## src/sv/assert_macros.svh

```systemverilog
// assertion helpers, clocked on clk_i and held off while rst_ni is low
`ifndef ASSERT_MACROS_SVH
`define ASSERT_MACROS_SVH
`ifndef SYNTHESIS
`define ASSERT_ALWAYS(label, prop, msg) \
  label: assert property (@(posedge clk_i) disable iff (!rst_ni) prop) else $error(msg);
`define ASSERT_NEVER(label, expr, msg) \
  label: assert property (@(posedge clk_i) disable iff (!rst_ni) !(expr)) else $error(msg);
`else
`define ASSERT_ALWAYS(label, prop, msg)
`define ASSERT_NEVER(label, expr, msg)
`endif
`endif

```

## src/sv/qpud_pkg.sv

```systemverilog
package qpud_pkg;

  localparam int unsigned KEY_MAX = 8;
  localparam int unsigned KEY_POS_W = $clog2(KEY_MAX + 1);
  localparam int unsigned KEY_SEL_W = (KEY_MAX > 1) ? $clog2(KEY_MAX) : 1;
  localparam int unsigned COUNT_W = 9;
  localparam logic [COUNT_W-1:0] VALUE_MAX = 9'd256;

  localparam int unsigned QDEPTH = 2;
  localparam int unsigned QPTR_W = 1;
  localparam int unsigned QCNT_W = 2;

  localparam int unsigned CFG_IDX_W = 2;
  localparam logic [CFG_IDX_W-1:0] CFG_KEY_CHARS = 2'd0;
  localparam logic [CFG_IDX_W-1:0] CFG_KEY_LENGTH = 2'd1;
  localparam logic [CFG_IDX_W-1:0] CFG_MAX_LENGTH = 2'd2;

  localparam logic [7:0] CH_PCT = 8'h25;
  localparam logic [7:0] CH_PLUS = 8'h2B;
  localparam logic [7:0] CH_AMP = 8'h26;
  localparam logic [7:0] CH_EQ = 8'h3D;
  localparam logic [7:0] CH_SPACE = 8'h20;
  localparam logic [7:0] HEX_TEN = 8'h0A;

  typedef enum logic [1:0] {
    MODE_MATCH,
    MODE_SKIP,
    MODE_VALUE,
    MODE_DONE
  } mode_e;

  typedef enum logic [1:0] {
    KIND_BYTE,
    KIND_FOUND,
    KIND_MISSING
  } kind_e;

  typedef enum logic [1:0] {
    TERM_NONE,
    TERM_FOUND,
    TERM_MISSING
  } term_e;

  // results of one input byte: kept value bytes, then an optional closing result
  typedef struct packed {
    logic [2:0][7:0]    bytes;
    logic [1:0]         nbytes;
    logic [COUNT_W-1:0] base;
    term_e              term;
  } cmd_t;

  function automatic logic is_hex(input logic [7:0] c);
    return (c >= 8'h30 && c <= 8'h39) || (c >= 8'h61 && c <= 8'h66) ||
           (c >= 8'h41 && c <= 8'h46);
  endfunction

  function automatic logic [3:0] hex_nib(input logic [7:0] c);
    logic [7:0] v;
    if (c >= 8'h61) v = c - 8'h61 + HEX_TEN;
    else if (c >= 8'h41) v = c - 8'h41 + HEX_TEN;
    else v = c - 8'h30;
    return v[3:0];
  endfunction

endpackage

```

## src/sv/qpud_fifo.sv

```systemverilog
`include "assert_macros.svh"

module qpud_fifo (
  input  logic           clk_i,
  input  logic           rst_ni,
  input  logic           push_i,
  input  qpud_pkg::cmd_t data_i,
  input  logic           pop_i,
  output logic           valid_o,
  output qpud_pkg::cmd_t data_o,
  output logic           full_o
);
  import qpud_pkg::*;

  cmd_t              mem_q [QDEPTH];
  logic [QPTR_W-1:0] wr_q, wr_d, rd_q, rd_d;
  logic [QCNT_W-1:0] cnt_q, cnt_d;

  assign valid_o = (cnt_q != '0);
  assign full_o  = (cnt_q == QCNT_W'(QDEPTH));
  assign data_o  = mem_q[rd_q];

  always_comb begin
    wr_d  = wr_q;
    rd_d  = rd_q;
    cnt_d = cnt_q;
    if (push_i) begin
      wr_d = (wr_q == QPTR_W'(QDEPTH - 1)) ? '0 : wr_q + 1'b1;
    end
    if (pop_i) begin
      rd_d = (rd_q == QPTR_W'(QDEPTH - 1)) ? '0 : rd_q + 1'b1;
    end
    if (push_i && !pop_i) cnt_d = cnt_q + 1'b1;
    else if (pop_i && !push_i) cnt_d = cnt_q - 1'b1;
  end

  always_ff @(posedge clk_i or negedge rst_ni) begin
    if (!rst_ni) begin
      wr_q  <= '0;
      rd_q  <= '0;
      cnt_q <= '0;
    end else begin
      wr_q  <= wr_d;
      rd_q  <= rd_d;
      cnt_q <= cnt_d;
    end
  end

  always_ff @(posedge clk_i) begin
    if (push_i) begin
      mem_q[wr_q] <= data_i;
    end
  end

  `ASSERT_NEVER(a_fifo_overflow, push_i && full_o && !pop_i, "queue written while full")
  `ASSERT_NEVER(a_fifo_underflow, pop_i && !valid_o, "queue read while empty")

endmodule

```

## src/sv/qpud_front.sv

```systemverilog
`include "assert_macros.svh"

module qpud_front (
  input  logic                          clk_i,
  input  logic                          rst_ni,
  input  logic                          accept_i,
  input  logic [7:0]                    in_byte_i,
  input  logic                          in_last_i,
  input  logic [63:0]                   key_chars_i,
  input  logic [3:0]                    key_length_i,
  input  logic [qpud_pkg::COUNT_W-1:0]  max_length_i,
  output logic                          push_o,
  output qpud_pkg::cmd_t                cmd_o
);
  import qpud_pkg::*;

  mode_e                mode_q, mode_d;
  logic [KEY_POS_W-1:0] kp_q, kp_d;
  logic [1:0]           pc_q, pc_d;
  logic [7:0]           pb_q, pb_d;
  logic [COUNT_W-1:0]   vc_q, vc_d;

  logic [KEY_MAX-1:0][7:0] key_bytes;
  logic [KEY_POS_W-1:0]    klen;
  logic                    key_hit, b_hex, b_pct, b_amp, b_plus, b_eq, enter_value;

  logic [2:0][7:0]    att;
  logic [1:0]         n_att;
  logic               fin, do_plain, missing;
  logic [1:0]         npc;
  logic [COUNT_W-1:0] lim, base, room;
  logic [1:0]         kept;
  term_e              term;

  assign key_bytes = key_chars_i[KEY_MAX*8-1:0];

  // byte classification
  always_comb begin
    klen = (key_length_i > 4'(KEY_MAX)) ? KEY_POS_W'(KEY_MAX) : KEY_POS_W'(key_length_i);
    key_hit = (in_byte_i == key_bytes[kp_q[KEY_SEL_W-1:0]]);
    b_hex  = is_hex(in_byte_i);
    b_pct  = (in_byte_i == CH_PCT);
    b_amp  = (in_byte_i == CH_AMP);
    b_plus = (in_byte_i == CH_PLUS);
    b_eq   = (in_byte_i == CH_EQ);
    enter_value = (mode_q == MODE_MATCH) && !b_amp && (kp_q >= klen) && b_eq;
  end

  // results of this byte: candidate value bytes, then the limit cut
  always_comb begin
    att      = '0;
    n_att    = '0;
    fin      = 1'b0;
    do_plain = 1'b0;
    npc      = pc_q;
    if (mode_q == MODE_VALUE) begin
      unique case (pc_q)
        2'd1: begin
          if (b_hex) begin
            npc = 2'd2;
          end else begin
            att[n_att] = CH_PCT;
            n_att = n_att + 1'b1;
            do_plain = 1'b1;
          end
        end
        2'd2: begin
          npc = 2'd0;
          if (b_hex) begin
            att[n_att] = {hex_nib(pb_q), hex_nib(in_byte_i)};
            n_att = n_att + 1'b1;
          end else begin
            att[n_att] = CH_PCT;
            n_att = n_att + 1'b1;
            att[n_att] = pb_q;
            n_att = n_att + 1'b1;
            do_plain = 1'b1;
          end
        end
        default: do_plain = 1'b1;
      endcase
      if (do_plain) begin
        npc = 2'd0;
        if (b_pct) begin
          npc = 2'd1;
        end else if (b_amp) begin
          fin = 1'b1;
        end else begin
          att[n_att] = b_plus ? CH_SPACE : in_byte_i;
          n_att = n_att + 1'b1;
        end
      end
      // held escape at end of string goes out literally
      if (in_last_i && !fin) begin
        if (npc != 2'd0) begin
          att[n_att] = CH_PCT;
          n_att = n_att + 1'b1;
        end
        if (npc == 2'd2) begin
          att[n_att] = in_byte_i;
          n_att = n_att + 1'b1;
        end
        fin = 1'b1;
      end
    end else if (enter_value && in_last_i) begin
      fin = 1'b1;
    end
    missing = in_last_i && !enter_value &&
              (mode_q == MODE_MATCH || mode_q == MODE_SKIP);

    lim  = (max_length_i > VALUE_MAX) ? VALUE_MAX : max_length_i;
    base = (mode_q == MODE_VALUE) ? vc_q : '0;
    room = (base >= lim) ? '0 : lim - base;
    kept = (room < COUNT_W'(n_att)) ? room[1:0] : n_att;

    if (fin) term = TERM_FOUND;
    else if (missing) term = TERM_MISSING;
    else term = TERM_NONE;

    cmd_o.bytes  = att;
    cmd_o.nbytes = kept;
    cmd_o.base   = base;
    cmd_o.term   = term;
    push_o = accept_i && ((kept != '0) || (term != TERM_NONE));
  end

  // parse state
  always_comb begin
    mode_d = mode_q;
    kp_d   = kp_q;
    pc_d   = pc_q;
    pb_d   = pb_q;
    vc_d   = vc_q;
    if (accept_i) begin
      unique case (mode_q)
        MODE_MATCH: begin
          if (b_amp) begin
            kp_d = '0;
          end else if (kp_q < klen) begin
            if (key_hit) kp_d = kp_q + 1'b1;
            else mode_d = MODE_SKIP;
          end else if (b_eq) begin
            mode_d = MODE_VALUE;
            vc_d   = '0;
            pc_d   = '0;
          end else begin
            mode_d = MODE_SKIP;
          end
        end
        MODE_SKIP: begin
          if (b_amp) begin
            mode_d = MODE_MATCH;
            kp_d   = '0;
          end
        end
        MODE_VALUE: begin
          pc_d = npc;
          if (npc == 2'd2) pb_d = in_byte_i;
          vc_d = vc_q + COUNT_W'(kept);
          if (fin) mode_d = MODE_DONE;
        end
        MODE_DONE: ;
      endcase
      if (in_last_i) begin
        mode_d = MODE_MATCH;
        kp_d   = '0;
        pc_d   = '0;
        pb_d   = '0;
        vc_d   = '0;
      end
    end
  end

  always_ff @(posedge clk_i or negedge rst_ni) begin
    if (!rst_ni) begin
      mode_q <= MODE_MATCH;
      kp_q   <= '0;
      pc_q   <= '0;
      pb_q   <= '0;
      vc_q   <= '0;
    end else begin
      mode_q <= mode_d;
      kp_q   <= kp_d;
      pc_q   <= pc_d;
      pb_q   <= pb_d;
      vc_q   <= vc_d;
    end
  end

  `ASSERT_ALWAYS(a_pend_in_value, (pc_q != 2'd0) |-> (mode_q == MODE_VALUE),
                 "escape held outside a value")
  `ASSERT_ALWAYS(a_count_cap, vc_q <= VALUE_MAX, "value count beyond the cap")

endmodule

```

## src/sv/qpud_back.sv

```systemverilog
`include "assert_macros.svh"

module qpud_back (
  input  logic                          clk_i,
  input  logic                          rst_ni,
  input  logic                          head_valid_i,
  input  qpud_pkg::cmd_t                head_i,
  output logic                          pop_o,
  output logic                          out_valid_o,
  input  logic                          out_ready_i,
  output logic [1:0]                    out_kind_o,
  output logic [7:0]                    out_byte_o,
  output logic [qpud_pkg::COUNT_W-1:0]  out_count_o,
  output logic                          out_last_o
);
  import qpud_pkg::*;

  logic [1:0]         idx_q, idx_d;
  logic               valid_q, valid_d;
  kind_e              kind_q, kind_d;
  logic [7:0]         byte_q, byte_d;
  logic [COUNT_W-1:0] count_q, count_d;
  logic               last_q, last_d;
  logic [2:0]         total;
  logic               load;

  always_comb begin
    total  = {1'b0, head_i.nbytes} + ((head_i.term != TERM_NONE) ? 3'd1 : 3'd0);
    load   = head_valid_i && (!valid_q || out_ready_i);
    last_d = ({1'b0, idx_q} == total - 3'd1);
    pop_o  = load && last_d;
    if (idx_q < head_i.nbytes) begin
      kind_d  = KIND_BYTE;
      byte_d  = head_i.bytes[idx_q];
      count_d = head_i.base + COUNT_W'(idx_q) + 1'b1;
    end else begin
      kind_d  = (head_i.term == TERM_MISSING) ? KIND_MISSING : KIND_FOUND;
      byte_d  = '0;
      count_d = (head_i.term == TERM_MISSING) ? '0 : head_i.base + COUNT_W'(head_i.nbytes);
    end
    idx_d = idx_q;
    if (load) idx_d = last_d ? '0 : idx_q + 1'b1;
    if (load) valid_d = 1'b1;
    else if (out_ready_i) valid_d = 1'b0;
    else valid_d = valid_q;
  end

  always_ff @(posedge clk_i or negedge rst_ni) begin
    if (!rst_ni) begin
      idx_q   <= '0;
      valid_q <= 1'b0;
    end else begin
      idx_q   <= idx_d;
      valid_q <= valid_d;
    end
  end

  always_ff @(posedge clk_i) begin
    if (load) begin
      kind_q  <= kind_d;
      byte_q  <= byte_d;
      count_q <= count_d;
      last_q  <= last_d;
    end
  end

  assign out_valid_o = valid_q;
  assign out_kind_o  = kind_q;
  assign out_byte_o  = byte_q;
  assign out_count_o = count_q;
  assign out_last_o  = last_q;

  `ASSERT_ALWAYS(a_mid_entry, (idx_q != 2'd0) |-> head_valid_i, "entry left half sent")
  `ASSERT_ALWAYS(a_byte_count, (valid_q && kind_q == KIND_BYTE) |-> (count_q != '0),
                 "value byte with zero count")

endmodule

```

## src/sv/query_param_url_decoder_core.sv

```systemverilog
// Query parameter decoder: takes a query string one byte per transfer on
// in_*, with in_last_i on the final byte, and returns the URL-decoded value
// of the first '&'-separated segment whose name equals the configured key
// followed by '='. "%XX" with two hex digits becomes one byte, '+' becomes a
// space, a '%' without two hex digits is passed on literally. Each value byte
// comes out as kind 0 with the running count; kind 1 closes the value with
// the count (capped at max_length, at most 256); kind 2 with count 0 says no
// segment matched. out_last_o marks the final result of one input byte.
// Input bytes are taken one per cycle whenever the two-entry queue between
// the parser and the result sequencer has room; a byte yields zero to four
// results and the sequencer sends one result per cycle while out_ready_i
// is high, so new bytes are taken while earlier results still wait. The
// configuration port is a plain write port; write it only while idle.
module query_param_url_decoder_core (
  input  logic                          clk_i,
  input  logic                          rst_ni,
  // configuration writes
  input  logic                          cfg_we_i,
  input  logic [qpud_pkg::CFG_IDX_W-1:0] cfg_index_i,
  input  logic [63:0]                   cfg_data_i,
  // query bytes
  input  logic                          in_valid_i,
  output logic                          in_ready_o,
  input  logic [7:0]                    in_byte_i,
  input  logic                          in_last_i,
  // results
  output logic                          out_valid_o,
  input  logic                          out_ready_i,
  output logic [1:0]                    out_kind_o,
  output logic [7:0]                    out_byte_o,
  output logic [qpud_pkg::COUNT_W-1:0]  out_count_o,
  output logic                          out_last_o
);
  import qpud_pkg::*;

  logic [63:0]        key_chars_q;
  logic [3:0]         key_length_q;
  logic [COUNT_W-1:0] max_length_q;

  logic accept, push, q_valid, q_full, pop;
  cmd_t push_cmd, head_cmd;

  // configuration registers, reset to the key "url" with a 256 byte cap
  always_ff @(posedge clk_i or negedge rst_ni) begin
    if (!rst_ni) begin
      key_chars_q  <= 64'h0000_0000_006C_7275;
      key_length_q <= 4'd3;
      max_length_q <= VALUE_MAX;
    end else if (cfg_we_i) begin
      unique case (cfg_index_i)
        CFG_KEY_CHARS:  key_chars_q  <= cfg_data_i;
        CFG_KEY_LENGTH: key_length_q <= cfg_data_i[3:0];
        CFG_MAX_LENGTH: max_length_q <= cfg_data_i[COUNT_W-1:0];
        default: ;
      endcase
    end
  end

  // a byte is taken whenever the queue can hold its results
  assign in_ready_o = !q_full;
  assign accept     = in_valid_i && in_ready_o;

  // parser: key match, escape handling, count cap
  qpud_front u_front (
    .clk_i        (clk_i),
    .rst_ni       (rst_ni),
    .accept_i     (accept),
    .in_byte_i    (in_byte_i),
    .in_last_i    (in_last_i),
    .key_chars_i  (key_chars_q),
    .key_length_i (key_length_q),
    .max_length_i (max_length_q),
    .push_o       (push),
    .cmd_o        (push_cmd)
  );

  // bytes with no results never enter the queue
  qpud_fifo u_fifo (
    .clk_i   (clk_i),
    .rst_ni  (rst_ni),
    .push_i  (push),
    .data_i  (push_cmd),
    .pop_i   (pop),
    .valid_o (q_valid),
    .data_o  (head_cmd),
    .full_o  (q_full)
  );

  // sequencer: one result per cycle into the output register unless out_ready_i holds it
  qpud_back u_back (
    .clk_i        (clk_i),
    .rst_ni       (rst_ni),
    .head_valid_i (q_valid),
    .head_i       (head_cmd),
    .pop_o        (pop),
    .out_valid_o  (out_valid_o),
    .out_ready_i  (out_ready_i),
    .out_kind_o   (out_kind_o),
    .out_byte_o   (out_byte_o),
    .out_count_o  (out_count_o),
    .out_last_o   (out_last_o)
  );

endmodule
```

## config.mk

```make
export PLATFORM = sky130hd
export DESIGN_NAME = query_param_url_decoder_core
export DESIGN_NICKNAME = d
export VERILOG_FILES = /design/src/sv/qpud_pkg.sv /design/src/sv/qpud_fifo.sv /design/src/sv/qpud_front.sv /design/src/sv/qpud_back.sv /design/src/sv/query_param_url_decoder_core.sv
export VERILOG_INCLUDE_DIRS = /design/src /design/src/sv
export SDC_FILE = /design/constraint.sdc
export NUM_CORES = 1
export LEC_CHECK = 0
export BUFFER_PORTS_ARGS = -buffer_cell sky130_fd_sc_hd__buf_2
export CORE_MARGIN = 5
export CORE_UTILIZATION = 55
export DETAILED_ROUTE_END_ITERATION = 16
export PLACE_DENSITY = 0.74
export SYNTH_ARGS = -nofsm -noshare
export SYNTH_HDL_FRONTEND = slang
export SYNTH_HIERARCHICAL = 1
export SYNTH_SLANG_ARGS = --single-unit
```

## constraint.sdc

```tcl
create_clock -name clk_i -period 8.2 [get_ports clk_i]
set_input_delay 1.64 -clock clk_i [delete_from_list [all_inputs] [get_ports clk_i]]
set_output_delay 1.64 -clock clk_i [all_outputs]
set_load 0.03 [all_outputs]
```

After elaboration in Yosys (flattened, before gate mapping)
Memories as Yosys holds them, arrays and structs flattened.
Cells that the tools add are included.
{ "word_totals": {"reg_bits": 129, "mem_bits_rw": 74, "input_bits": 80, "out_inout_bits": 22, "elab_cells": 258, "memories": 1} }
{ "classes": {"add_sub_neg": 26, "magnitude_cmp": 23, "n_eq_ne": 24, "mux": 111, "n_bitwise": 3, "reduce_logical": 53} }
{ "memory_table": {"columns": ["name", "depth", "word_bits", "rd", "rd_clocked_by_memory_dff", "write_ports", "line", "source"], "rows": [
  ["u_fifo.mem_q", 2, 37, 1, 0, 1, "qpud_fifo.sv:15", "cmd_t mem_q [QDEPTH];"]
]} }
{ "ops": {"columns": ["cell", "n"], "rows": [
  ["$mux 24", 10],
  ["$mux 8", 14],
  ["$mux 9", 9],
  ["$mux 2", 34],
  ["$bwmux 24", 2],
  ["$demux 8 s2", 3],
  ["$mux 4", 10],
  ["$eq 8x6->1 const B", 4],
  ["$ge 8x7->1 const B", 4],
  ["$add 9x2->9", 3],
  ["$bmux 8 s3", 1],
  ["$sub 4x1->4 const B", 6],
  ["$logic_and 1x1->1", 19],
  ["$mux 1", 19],
  ["$pmux 9 s2", 1],
  ["$reduce_bool 2->1", 9],
  ["$add 4x4->4 const B", 4],
  ["$bmux 8 s2", 1],
  ["$le 8x7->1 const B", 2],
  ["$pmux 8 s2", 1],
  ["$and 15x15->15", 1],
  ["$not 15->15", 1],
  ["$eq 2x2->1 const B", 7],
  ["$lt 2x3->1 const B", 4],
  ["42 further kinds", 71]
]} }

Longest topological paths before layout
{ "depth": {"depth_word": 29, "ltp_mapped": 31} }

By module
The synthesis kept the hierarchy.
{ "modules_own_cells": {"columns": ["mod", "n_inst", "cells_per_inst", "area_each_um2", "seq_area_each_um2"], "rows": [
  ["qpud_front", 1, 509, 4068.9, 625.6],
  ["query_param_url_decoder_core", 1, 166, 3211.8, 1946.9],
  ["qpud_fifo", 1, 131, 2941.6, 2322.2],
  ["qpud_back", 1, 146, 1521.5, 675.6]
]} }

Worst setup path before layout
OpenSTA, ideal clock, no wires.
{ "synth_timing": {"path_type": "input to register", "start": "in in_byte_i[1]", "end": "mem u_fifo/mem_q[0][0] (netlist bit), enable pin", "setup_time_ps": 436, "arrival_time_ps": 8304, "required_time_ps": 7764, "path_slack_ps": -540, "path_stages": 24, "path_buffers": 2, "path_cell_list": "clkbuf_1 -> inv_1 -> ha_1 -> nor3b_1 -> o21ai_1 -> nand3_2 -> clkbuf_1 -> mux2i_1 -> ha_1 -> o22ai_1 -> ha_1 -> nand2_1 -> o21ai_0 -> ha_1 -> a22oi_1 -> o221ai_2 -> ha_1 -> or4_1 -> a2111oi_4 -> o211a_1 -> o221ai_2 -> mux2i_2 -> o31a_1 -> nor2b_1"} }
{ "synth_lines": {"columns": ["item", "line", "source"], "rows": [
  ["from (decl)", "query_param_url_decoder_core.sv:24", "input logic [7:0] in_byte_i,"],
  ["to (decl)", "qpud_fifo.sv:15", null]
]} }

==> metrics.txt <==
crit path time final 7.66 ns; Routed Antenna Nets 0; critical path class in -> reg; highest clock rate 0.131 GHz; Tightest Pin Transition 1.06 ns; postcts setup bufs 0; placer congestion estimate 0.913; setup violators final 0; drt pass-1 iters 7; cell mode on critical path ha_1; TritonCTS Buffers 22; footprint of the multi-input gates 5650 um^2; cell count after synthesis 952; clk sinks 203; CTS clk-pin slew, worst paths 0.06 ns; Slowest-stage cell, CP or4_1; flop-to-flop setup slack 2.10 ns; Hold EP u_fifo/cnt_q[1]; die height 156 um; met3 WL 1290 um; most frequent cells in the layout buf_2 (100), edfxtp_1 (94), dfrtp_1 (92); commonest non-fill, non-tap cell in the layout buf_2; WP data required 8.57 ns; first-pass GRT wire length 39600 um; gr ovfl total 0; Syn Std Cell Area 11700 um^2; worst reg-to-reg path cell count 28; Slowest Stage Delay on Critical Path 0.58 ns; Row Count 53; RR Endpoint u_front/vc_q[6]; hpwl dp 17300 um; clk buf depth 3; Mapped Nets 1083; Total GRT Usage 19.7%; starting DRC count in detailed routing 411; final core utilization 62.3%; post-synthesis sequential area ratio 47.4%; share of cells above drive strength 1 30.0%; max-cap viol count 0; Syn-to-layout area delta 11.6%; slew margin rel. 29.3%; leak pwr 5.57 nW; antenna fix cells 0; routed wl met2 11400 um; Worst Skew 0.0116 ns; Boundary Pins 102; die width 156 um; fin. max-slew vios 0; vias per cell 5.76; Worst EP arrival 8.03 ns; CTS tree yes; # resized after CTS 0; crit path capture type flop; Routed WL per cell 17.9 um; hold_buf cts 0; DRT Wirelength 23800 um; Worst Hold Class reg -> reg; post-synthesis async set-or-reset flop share 53.7%; vias in the first global route 7678; CP startpoint kind input pin; met1 wire length 10800 um; post-synthesis sequential element count 203; highest metal used met4; fin nets 1174; min-delay src u_fifo/cnt_q[1]; CTS root buf clkbuf_16; Max VDD drop 0.164 mV; Power Total 3.94 mW; Remaining DRCs 0; Fin. Hold Viols 0; r2r startpoint u_front/pc_q[0]; Pwr per Cell Area 300 nW/um^2; period utilization 93.4%; worst skew pair latency 0.50 ns; count of buffers from port buffering 101; CP Max Fanout 14; initial antenna violation count 0; status finished, final reports clean; Hold Path Cell Cnt 1; Post-synth EDFFs 94; Cell variety after synth 88; H-tree depth 1; largest net degree at the start of global routing 62; unrepaired setup endpoints after global routing no; Sequential Area 5570 um^2; setup_tns 0 ns; initial core utilization 55.9%; total core area 21000 um^2; synthesized area per cell 12.3 um^2; total die area 24400 um^2; Filler Cells Inserted 1636; Yosys warning count 6; ys flop type edfxtp_1; routed vias 7684
-- kinds of logic after synthesis --
group                      share of synthesized area (%)
AOI/OAI and AO/OA                                   10.1
xor gates and xnor gates                            1.86
adders and majority gates                           5.69
buffers and inverters                               4.53
DFF                                                 47.4
muxes                                               19.4
and+or+nand+nor                                     11.0
-- sequential cells by signal (all words and copies together) (netlist names), 2 cells and up --
name / count
u_back/out_byte_o: 8
u_front/kp_q: 4
u_fifo/cnt_q: 2
u_fifo/mem_q: 74
u_back/out_count_o: 9
u_front/pb_q: 8
u_front/pc_q: 2
max_length_q: 9
u_back/idx_q: 2
u_front/mode_q: 2
u_front/vc_q: 9
key_chars_q: 64
key_length_q: 4
u_back/out_kind_o: 2
-- how the worst max path moves through the flow --
stage	from	end	slack, ns	depth (start not counted)
floorplan	in_byte_i[1]	u_fifo/mem_q[0][0]	0.15	24
global placement	in_byte_i[1]	u_front/vc_q[6]	0.44	28
detailed placement	in_byte_i[1]	u_front/vc_q[6]	0.12	28
CTS	in_byte_i[1]	u_front/vc_q[6]	0.63	30
global route	in_byte_i[1]	u_front/vc_q[6]	0.05	30
finish	in_byte_i[1]	u_front/vc_q[6]	0.54	30
-- layer usage --
metal	up-vias	global-route usage (%)
met3	27	3.05
li1	3681	-
met1	3761	27.8
met2	215	32.7
met5	-	0
met4	0	4.13
-- final cells by class --
class                      count  area share [%]
multi-input combinational    653            43.1
sequential                   203            42.5
clock buffer                  28            4.69
timing repair buffer         110            4.39
tap                          275            2.63
inverter                      53            1.53
clock inverter                12            1.11
-- per-stage QoR --
stage | worst slack (ns) | area [um^2] | std cells | hold WS (ns)
floorplan | 0.152 | 11700 | 952 | 0.445
global placement | 0.437 | 12300 | 1294 | 0.465
detailed placement | 0.125 | 12300 | 1294 | 0.472
CTS | 0.630 | 13100 | 1334 | 0.480
global route | 0.0521 | 13100 | 1334 | 0.506
finish | 0.540 | 13100 | 1334 | 0.479
-- power breakdown --
group	total, mW	internal [mW]	switching (mW)	leakage (nW)
registers	1.55	1.34	0.211	2.19
clock network	1.02	0.626	0.390	0.367
logic	1.37	0.656	0.718	3.01
total	3.94	2.62	1.32	5.57
-- Yosys cell counts (4+ instances only) --
cell,count,share of area (%)
nand4_1,8,0.43
ha_1,47,5.0
nand2b_1,16,0.85
and4_1,5,0.37
a22oi_1,8,0.51
mux2i_1,21,1.8
mux2_2,39,3.7
nand3b_1,6,0.38
or3_1,4,0.21
edfxtp_1,94,24
mux2_4,80,10
dfstp_2,16,3.6
a32o_1,4,0.34
nand3_1,16,0.68
xor2_1,11,0.82
a21o_1,6,0.38
buf_2,10,0.43
inv_1,51,1.6
a31oi_1,7,0.37
buf_6,6,0.58
a21oi_1,42,1.8
o21ai_1,7,0.30
and2_1,7,0.37
o31ai_1,9,0.58
mux4_2,15,2.9
a211oi_1,6,0.38
nor3_1,6,0.26
nand2_1,59,1.9
o21ai_0,41,1.7
nor3b_1,4,0.26
buf_12,6,1.0
fa_1,4,0.68
and3_1,10,0.53
xnor2_1,14,1.0
clkbuf_1,16,0.51
nor2_1,53,1.7
nor2b_1,33,1.8
dfrtp_1,93,20
-- critical path: cells and delay by family --
kind / cells / cell delay, ns
and+or+nand+nor: 9 / 1.97
adders and majority gates: 7 / 1.98
AOI/OAI and AO/OA: 10 / 1.74
buffers and inverters: 3 / 0.36
muxes: 1 / 0.33
(Power assumes the default switching activity.)
